==> src/sv/ggse_pkg.sv <==
// ----------------------------------------------------------------------------
// ggse_pkg
// shared constants and types of the grid gradient step engine
// ----------------------------------------------------------------------------
`default_nettype none

package ggse_pkg;

    localparam int GRID_WIDTH_DEF  = 64;
    localparam int GRID_HEIGHT_DEF = 64;

    localparam int COORD_W = 6;
    localparam int VALUE_W = 32;
    localparam int GRAD_W  = 33;
    localparam int DVD_W   = 64;
    localparam int DSR_W   = 33;

    localparam logic CMD_WRITE = 1'b0;
    localparam logic CMD_QUERY = 1'b1;

    localparam logic REG_STEP_SIZE   = 1'b0;
    localparam logic REG_SMALL_SCALE = 1'b1;

    localparam logic [31:0] STEP_SIZE_RST   = 32'd65536;
    localparam logic [31:0] SMALL_SCALE_RST = 32'd1;

    localparam logic [1:0] STATUS_OK         = 2'd0;
    localparam logic [1:0] STATUS_ABSENT     = 2'd1;
    localparam logic [1:0] STATUS_INCOMPLETE = 2'd2;
    localparam logic [1:0] STATUS_FALLBACK   = 2'd3;

    typedef struct packed {
        logic              start;
        logic [DVD_W-1:0]  dividend;
        logic [DSR_W-1:0]  divisor;
    } div_req_t;

    typedef struct packed {
        logic              busy;
        logic              done;
        logic [DVD_W-1:0]  quotient;
    } div_sts_t;

endpackage

`default_nettype wire

==> src/sv/ggse_divider.sv <==
// ----------------------------------------------------------------------------
// ggse_divider
// restoring divider, 64-bit dividend by 33-bit divisor, one bit per cycle
// ----------------------------------------------------------------------------
`default_nettype none

module ggse_divider
    import ggse_pkg::*;
(
    input  wire logic     aclk,
    input  wire logic     aresetn,
    input  wire div_req_t req,
    output div_sts_t      sts
);

    localparam int CNT_W = $clog2(DVD_W);

    logic             busy_reg;
    logic             done_reg;
    logic [CNT_W-1:0] cnt_reg;
    logic [DVD_W-1:0] dvd_reg;
    logic [DSR_W-1:0] rem_reg;
    logic [DSR_W-1:0] dsr_reg;

    logic [DSR_W:0]   trial;
    logic             ge;

    assign trial = {rem_reg, dvd_reg[DVD_W-1]};
    assign ge    = trial >= {1'b0, dsr_reg};

    always_ff @(posedge aclk) begin
        if (!aresetn) begin
            busy_reg <= 1'b0;
            done_reg <= 1'b0;
            cnt_reg  <= '0;
        end else begin
            done_reg <= 1'b0;
            if (req.start && !busy_reg) begin
                busy_reg <= 1'b1;
                cnt_reg  <= '0;
            end else if (busy_reg) begin
                cnt_reg <= cnt_reg + 1'b1;
                if (cnt_reg == CNT_W'(DVD_W - 1)) begin
                    busy_reg <= 1'b0;
                    done_reg <= 1'b1;
                end
            end
        end
    end

    always_ff @(posedge aclk) begin
        if (req.start && !busy_reg) begin
            dvd_reg <= req.dividend;
            dsr_reg <= req.divisor;
            rem_reg <= '0;
        end else if (busy_reg) begin
            dvd_reg <= {dvd_reg[DVD_W-2:0], ge};
            rem_reg <= ge ? DSR_W'(trial - {1'b0, dsr_reg}) : trial[DSR_W-1:0];
        end
    end

    assign sts.busy     = busy_reg;
    assign sts.done     = done_reg;
    assign sts.quotient = dvd_reg;

endmodule

`default_nettype wire

==> config.mk <==
export PLATFORM = sky130hd
export DESIGN_NAME = ggse_divider
export DESIGN_NICKNAME = d
export VERILOG_FILES = /design/src/sv/ggse_pkg.sv /design/src/sv/ggse_divider.sv
export SDC_FILE = /design/constraint.sdc
export NUM_CORES = 1
export LEC_CHECK = 0
export BUFFER_PORTS_ARGS = -buffer_cell sky130_fd_sc_hd__buf_4
export CORE_ASPECT_RATIO = 1.4
export CORE_MARGIN = 8
export CORE_UTILIZATION = 40
export DETAILED_ROUTE_END_ITERATION = 8
export GPL_ROUTABILITY_DRIVEN = 0
export PLACE_DENSITY = 0.61
export SLEW_MARGIN = 20
export SYNTH_ARGS = -nofsm -noshare
export SYNTH_HDL_FRONTEND = slang
export SYNTH_SLANG_ARGS = --single-unit
==> constraint.sdc <==
create_clock -name aclk -period 4.94 [get_ports aclk]
set_input_delay 0.741 -clock aclk [delete_from_list [all_inputs] [get_ports aclk]]
set_output_delay 0.741 -clock aclk [all_outputs]
set_load 0.01 [all_outputs]
Word-level counts from Yosys, hierarchy flattened. Index checks and enable logic that the tools add are counted.

Equality and inequality tests: 1. Reduce and logical (&&, ||, !) cells: 5. Multiplexer cells: 7. Bitwise operators: 2. Multiply operators: 0. Order comparisons: 1. Shifts and indexed selects: 0. Add/subtract/negate cells: 2. Divide/modulo/power cells: 0.

Operator list (number): $mux W64 (2); $ge A34 B33 Y1 (1); $mux W33 (1); $sub A33 B33 Y33 (1); $add A6 B1 Y6 const B (1); $eq A6 B6 Y1 const B (1); $mux W1 (4); $reduce_or A3 Y1 (1); $not A1 Y1 (2); $reduce_bool A2 Y1 (1); $reduce_or A2 Y1 (1); $logic_and A1 B1 Y1 (1); $logic_not A1 Y1 (1).

Output and inout bits: 66. Memory bits (writable): 0. Input port bits: 100. Bits in latches: 0. Bits in registers: 138. Word-level logic and storage cells: 24. Memory bits (read-only): 0. Memories kept: 0.

Logic depth before layout (Yosys ltp). Gate-level depths: netlist (run 1).

Depth after elaboration: 4. Mapped depth: 14.

Worst setup path before layout (run 1). OpenSTA, ideal clock, no wires.

Path type: input port to flip-flop. From: in req[97] (netlist bit). To: reg dvd_reg[54] (data pin). Setup slack: 1.810 ns. Buffers on the path: 2. Library setup time: 0.262 ns. Cell stages on the path: 5. Required time: 4.678 ns. Data arrival time: 2.868 ns. Path through: inv_1 nor2_1 clkbuf_1 buf_1 mux2_2.

Longest elaborated chain between the ends: 2.

Ends and longest elaborated chain: from (decl) (line ggse_divider.sv:12) `input wire div_req_t req,`; $logic_and A1 B1 Y1 (line ggse_divider.sv:52) `if (req.start && !busy_reg) begin`; $mux W64 (line ggse_divider.sv:52); to (signal assigned) (line ggse_divider.sv:53) `dvd_reg <= req.dividend;`; to (signal assigned) (line ggse_divider.sv:57) `dvd_reg <= {dvd_reg[DVD_W-2:0], ge};`; to (decl) (line ggse_divider.sv:21) `logic [DVD_W-1:0] dvd_reg;`.

No other way between the ends. A chain may end at the register's enable or synchronous reset.

Worst setup path in the final report (run 1).
From: reg dvd_reg[63]. To: reg rem_reg[30].

Longest elaborated chain between the ends: 2. Elaborated cells between the ends (all ways): 3. Classes of those cells: add/sub: 1; order compare: 1; mux: 1.

Ends and longest elaborated chain: $sub A33 B33 Y33 / $ge A34 B33 Y1 (equally long branches) (line ggse_divider.sv:58, ggse_divider.sv:29); $mux W33 * (line ggse_divider.sv:58) `rem_reg <= ge ? DSR_W'(trial - {1'b0, dsr_reg}) : trial[DSR_W-1:0];`; to (signal assigned) (line ggse_divider.sv:58); to (decl) (line ggse_divider.sv:22) `logic [DSR_W-1:0] rem_reg;`.

Every way passes the cells marked *; elsewhere a longest branch is shown, timed or not.

==> impl_results.md, run 1 <==
- Resized cells post-CTS: 0
- Vias in the first global route: 5,848
- First-pass GRT wire length: slightly below 30,000 um
- Post-layout util: 51.8%
- Maximum clock frequency: 286 MHz
- GRT Util Overall: 16.9%
- Row count: 58
- Total setup buffers inserted after CTS: 0
- Share of cells above drive strength 1: 34.8%
- Worst skew pair latency: 430 ps
- Synth-to-layout area growth: 28.1%
- Worst-margin pin slew: 729 ps
- Max Slew Vio Count: 0
- DRT iter0 DRCs: 298
- First drt pass iteration count: 4
- Worst Skew: 10.8 ps
- Nets: 923
- Commonest cells after routing, fill and taps aside: 170 x buf_4, 97 x edfxtp_1, 64 x mux2_2
- WP data arrival: 3840 ps
- Hold Buf Count CTS: 0
- Sequential cell area fraction in the yosys report: 51.9%
- Hold Fails Final Rpt: 0
- Drt wl/cell: 17.6 um
- Cell area after synthesis: 7190 um^2
- Required @ worst endpoint: 5290 ps
- Total wire length: around 18,000 um
- Hpwl dp: 13,500 um
- Setup TNS: 0 ps
- EDFF count, synth: 97
- Total power: 4.53 mW
- Final critical-path required period: 3490 ps
- Crit Path Class: reg2reg
- Clk buf depth: 2
- Via density: ~5.2
- Fin crit share: 70.7%
- Synthesized flop and latch total: 138
- Gr ovfl total: 0
- Yosys warning count: 0
- Max reg flops: 64
- Initial antenna violation count: 0
- Sink Count: approximately 140
- Top_reg_cell synth: edfxtp_1
- H-tree depth: 4
- Clock-pin slew on the worst setup and hold paths: 60 ps
- Commonest non-fill, non-tap cell in the layout: buf_4
- Async S/R FF share, synth: 0%
- Worst slew margin: 51.4%
- Hold_ws: slightly below 500 ps
- Root Buffer: clkbuf_16
- Largest fanout on the critical path: 41
- Pin count of the biggest net entering global routing: 98
- Initial Util: approximately two fifths
- Core Region: approximately 18,000 um^2
- Max Cap Viol: 0
- Final setup violation count: 0
- CTS tree: built
- Diodes inserted: 0
- Die width: roughly 130 um
- DIE AREA: 22,600 um^2
- Power per cell area: 492 nW/um^2
- Crit end category: flop
- Synth Net Count: approximately 760
- Num CTS Buffers: 17
- CP Launch Type: flop
- Vias: 5,393
- P_leak: ~3.9 nW
- Unrepaired setup endpoints after global routing: no
- Synth Instances: approximately 630
- Die H: 175 um
- Syn Area/Cell: 11.4 um^2
- Run status: completed
- # DRC: 0
- Hold Path Class: reg2reg
- Ports: 166
- Number of library cell types mapped by synthesis: 58
- Buffers added on ports: 165
- Antenna viol nets, final: 0
- Peak supply drop: 0.228 mV
==> kinds of logic (layout without fill, tap and decap cells) <==
logic type                 Yosys count  in the layout  share of synthesized area, %
adders and majority gates           35             35                          6.20
AOI/OAI and AO/OA                  149            149                          13.7
buffers and inverters               74            246                          4.32
xor gates and xnor gates            32             32                          3.90
DFF                                138            138                          51.9
muxes                               80             80                          12.3
and+or+nand+nor                    121            121                          7.71
==> critical path, cell delays in order, from the launching register on <==
cell      delay [ps]
edfxtp_1         400
inv_1             80
ha_1             150
inv_1             60
fa_1             430
a211oi_1         260
o21bai_1         160
a221oi_2         470
o211ai_2         170
o21ai_2          300
o31ai_4           80
buf_4            310
inv_1            290
nand2_1           90
a31oi_1          150
==> report_power, final <==
group          internal, mW  switching, mW
clock                 0.704          0.539
sequential             1.47          0.144
combinational         0.769          0.907
total                  2.94           1.59
==> Yosys cell counts, types with 2 or more instances <==
master | number | area share (%)
edfxtp_1 | 97 | 41
mux2_2 | 64 | 10
nand2_1 | 48 | 2.5
inv_1 | 43 | 2.2
a21oi_1 | 41 | 2.9
dfxtp_1 | 41 | 11
ha_1 | 34 | 5.9
nor2_1 | 32 | 1.7
o21ai_0 | 31 | 2.2
a21o_1 | 21 | 2.2
clkbuf_1 | 21 | 1.1
mux2i_1 | 16 | 2.2
xnor2_1 | 16 | 1.9
xor2_1 | 16 | 1.9
nand3_1 | 15 | 1.0
a22o_1 | 7 | 0.85
a31oi_1 | 6 | 0.52
nand4_1 | 6 | 0.52
o21bai_1 | 6 | 0.63
a211oi_1 | 5 | 0.52
o211ai_1 | 5 | 0.52
a32oi_1 | 4 | 0.49
buf_4 | 4 | 0.42
nand2b_1 | 3 | 0.26
nor3_1 | 3 | 0.21
o21ai_1 | 3 | 0.21
a211o_1 | 2 | 0.24
a311oi_1 | 2 | 0.24
and3_4 | 2 | 0.31
buf_1 | 2 | 0.10
buf_6 | 2 | 0.31
nor3b_1 | 2 | 0.21
o22ai_1 | 2 | 0.17
or2_2 | 2 | 0.17
or3_1 | 2 | 0.17
==> path summary, 6_finish.rpt <==
check / start / end / slack [ps] / depth (start not counted)
max: dvd_reg[63] / rem_reg[30] / 1450 / 14
min: rem_reg[9] / rem_reg[9] / 480 / 2
max reg2reg: dvd_reg[63] / rem_reg[30] / 1450 / 14
min reg2reg: rem_reg[9] / rem_reg[9] / 480 / 2
==> layout make-up <==
| type | instances | area [um^2] |
|---|---|---|
| Fill cell | 1581 | 8570 |
| Sequential cell | 138 | 3730 |
| Multi-Input combinational cell | 417 | 3150 |
| Timing Repair Buffer | 171 | 1300 |
| Clock buffer | 18 | 429 |
| Tap cell | 240 | 300 |
| Inverter | 43 | 161 |
| Clock inverter | 14 | 135 |
==> through the flow <==
| stage | instance area, um^2 | setup WS (ps) | std cells |
|---|---|---|---|
| 2_1_floorplan | 7190 | 1810 | 629 |
| 3_3_place_gp | 8640 | 1610 | 1009 |
| 3_5_place_dp | 8640 | 1480 | 1009 |
| 4_1_cts | 9210 | 1450 | 1041 |
| 5_1_grt | 9210 | 1120 | 1041 |
| 6_report | 9210 | 1450 | 1041 |
==> metal layers <==
metal  GRT usage, %  wire, um  vias up
li1               -         -     2631
met1           16.9      6800     2553
met2           28.8      9270      181
met3           9.00      1860       28
met4           6.54       416        0
met5              0         0        -
Power figures use the tool's default switching activity.
==> run 2: changes to the inputs <==
--- a/config.mk
+++ b/config.mk
@@ -5,13 +5,14 @@
 export SDC_FILE = /design/constraint.sdc
 export NUM_CORES = 1
 export LEC_CHECK = 0
+export ABC_AREA = 1
 export BUFFER_PORTS_ARGS = -buffer_cell sky130_fd_sc_hd__buf_4
 export CORE_ASPECT_RATIO = 1.4
 export CORE_MARGIN = 8
 export CORE_UTILIZATION = 40
 export DETAILED_ROUTE_END_ITERATION = 8
 export GPL_ROUTABILITY_DRIVEN = 0
-export PLACE_DENSITY = 0.61
+export PLACE_DENSITY = 0.62
 export SLEW_MARGIN = 20
 export SYNTH_ARGS = -nofsm -noshare
 export SYNTH_HDL_FRONTEND = slang
==> constraint.sdc (replaced) <==
create_clock -name aclk -period 3.1 [get_ports aclk]
set_input_delay 0.465 -clock aclk [delete_from_list [all_inputs] [get_ports aclk]]
set_output_delay 0.465 -clock aclk [all_outputs]
set_load 0.01 [all_outputs]
==> run 2 against run 1 <==
Effect of this change:
- clock power increased by 73%
- sequential cell count unchanged
- final cell count rose by 51%
- global-route usage is 1.8 points higher
- routed wire length rose by 26%
==> impl_results.md, run 2 <==
- Sink Count: about 140
- Worst Skew: 11.5 ps
- GRT Util Overall: 18.7%
- Hold Fails Final Rpt: 0
- First drt pass iteration count: 4
- Commonest non-fill, non-tap cell in the layout: nand2_1
- Unrepaired setup endpoints after global routing: no
- DIE AREA: 25,700 um^2
- Die H: 186 um
- CP Launch Type: flop
- Synth Instances: around 1,100
- Max Cap Viol: 0
- Global route hottest layer: met2
- Grt met1 use: 19.8%
- FILL cells: 2,091
- Run status: completed
- EDFF count, synth: 97
- Num CTS Buffers: 17
- Peak supply drop: 0.427 mV
- Setup TNS: 0 ps
- Via density: 4.71
- Vias in the first global route: 7,539
- Worst slew margin: around 44%
- Vias: approximately 7,400
- Drt wl/cell: ~15 um
- Max reg flops: 64
- Pin count of the biggest net entering global routing: 97
- Max Slew Vio Count: 0
- Synth top cells by count: 514 x nand2_1, 186 x inv_1, 97 x edfxtp_1
- Row count: 62
- Synth area leaders: edfxtp_1 35%, nand2_1 23%, dfxtp_1 9.9%, inv_1 8.4%, ha_1 5.1%
- Yosys top cell area share: 35.1%
- Buffers added on ports: around 170
- # DRC: 0
- Hold Path Class: in2reg
- Die width: 138 um
- Async S/R FF share, synth: 0%
- Power per cell area: 703 nW/um^2
- WP data arrival: 2890 ps
- Required @ worst endpoint: 3440 ps
- Syn Area/Cell: 7.26 um^2
- Worst skew pair latency: between 400 and 500 ps
- CTS tree: built
- Total power: 7.32 mW
- Crit Path Class: reg2reg
- Fin crit share: roughly 82%
- Initial Util: 40.5%
- Diodes inserted: 0
- Met3 usage: about 8.4%
- First-pass GRT wire length: 37,700 um
- Cell accounting for the most synthesized area: edfxtp_1
- Final setup violation count: 0
- Sequential cell area fraction in the yosys report: 45.0%
- DRT iter0 DRCs: 314
- Worst-margin pin slew: 836 ps
- Resized cells post-CTS: 0
- Nets: 1,440
- Gr ovfl total: 0
- Yosys warning count: 0
- Cell area after synthesis: a little over 8000 um^2
- Largest fanout on the critical path: 32
- Synth Net Count: roughly 1,300
- Antenna viol nets, final: 0
- Share of cells above drive strength 1: 16.9%
- Most common cell in the netlist: nand2_1
- Synth-to-layout area growth: 25.5%
- Root Buffer: clkbuf_16
- Core Region: 20,500 um^2
- P_leak: 5.47 nW
- Area of the multi-input gates: 3700 um^2
- Hpwl dp: 17,700 um
- Number of library cell types mapped by synthesis: 33
- Synthesized flop and latch total: roughly 140
- Final critical-path required period: about 2500 ps
- Crit end category: flop
- Register area: 3730 um^2
- Clk buf depth: 2
- Hold Buf Count CTS: 0
- Total wire length: roughly 23,000 um
- H-tree depth: 4
- Commonest cells after routing, fill and taps aside: 514 x nand2_1, 184 x inv_1, 173 x buf_4
- Met2 Use GR: 31.9%
- Top_reg_cell synth: edfxtp_1
- Clock-pin slew on the worst setup and hold paths: 70 ps
- Total setup buffers inserted after CTS: 0
- Ports: between 150 and 200
- Maximum clock frequency: 393 MHz
- Initial antenna violation count: 0
run 2: cell count changes in the layout (fill, tap and decap cells not counted), sizes merged, moves of 7 or more:
cell	change
nor2	+20
a22o	-7
nand3b	+20
nor3	+7
mux2	-64
nand3	+65
inv	+139
a21o	-20
nand2	+471
o21ai	-18
mux2i	-15
xor2	-14
a21oi	-21
run 2: layout make-up:
| type | instances | share of cell area, % |
|---|---|---|
| flip-flops and latches | 138 | 35.9 |
| clock inverters | 10 | 0.926 |
| repair buffers | 175 | 12.8 |
| inverters | 186 | 6.71 |
| clock buffers | 22 | 5.07 |
| multi-input cells | 787 | 35.6 |
| well taps | 256 | 3.08 |
run 2: worst paths after layout:
| check | start | end | slack [ps] | depth (start not counted) |
|---|---|---|---|---|
| worst max-delay path | dvd_reg[63] | rem_reg[6] | 560 | 13 |
| worst min-delay path | req[11] | dsr_reg[11] | 210 | 1 |
| worst max register to register | dvd_reg[63] | rem_reg[6] | 560 | 13 |
| worst min register to register | rem_reg[32] | rem_reg[32] | 460 | 2 |
run 2: cells by family (layout without fill, tap and decap cells):
family / Yosys count / count (layout) / share of synthesized area (%)
multiplexers: 1 / 1 / 0.121
adder cells (fa/ha/maj): 35 / 35 / 5.37
XOR/XNOR: 15 / 15 / 1.58
buffers and inverters: 218 / 393 / 10.5
flip-flops: 138 / 138 / 45.0
AO/OA/AOI/OAI: 42 / 42 / 2.65
AND/OR/NAND/NOR: 694 / 694 / 34.8
run 2: through the flow:
stage	utilization [%]	std cells	hold slack [ps]	instance area (um^2)	worst slack [ps]
final	50.8	1574	211	10400	556
after global routing	50.8	1574	188	10400	332
after CTS	50.8	1574	187	10400	542
after detailed placement	47.8	1542	440	9780	558
after global placement	47.8	1542	436	9780	650
after floorplan	-	1143	426	8300	702
run 2: report_power, final:
group | leakage [nW] | internal [mW] | switching [mW]
logic | 3.86 | 1.04 | 1.67
registers | 1.31 | 2.29 | 0.172
clock network | 0.309 | 1.30 | 0.839
total | 5.47 | 4.64 | 2.69
run 2: per-layer routing:
metal | routed length (um) | up-vias
li1 | - | 3861
met3 | 2260 | 23
met4 | 467 | 0
met2 | 11500 | 197
met1 | 8960 | 3334
met5 | 0 | -
run 2: worst max-delay path: stages (launching register included):
cell and delay (ps):
edfxtp_1 380, inv_1 80, ha_1 140, inv_1 70, fa_1 430, nand3_1 130, nand3_2 150, nand2_2 110
nand2_2 70, nand2_4 250, nand2_4 300, nand2_1 140, nand3_1 80, o21ai_1 110
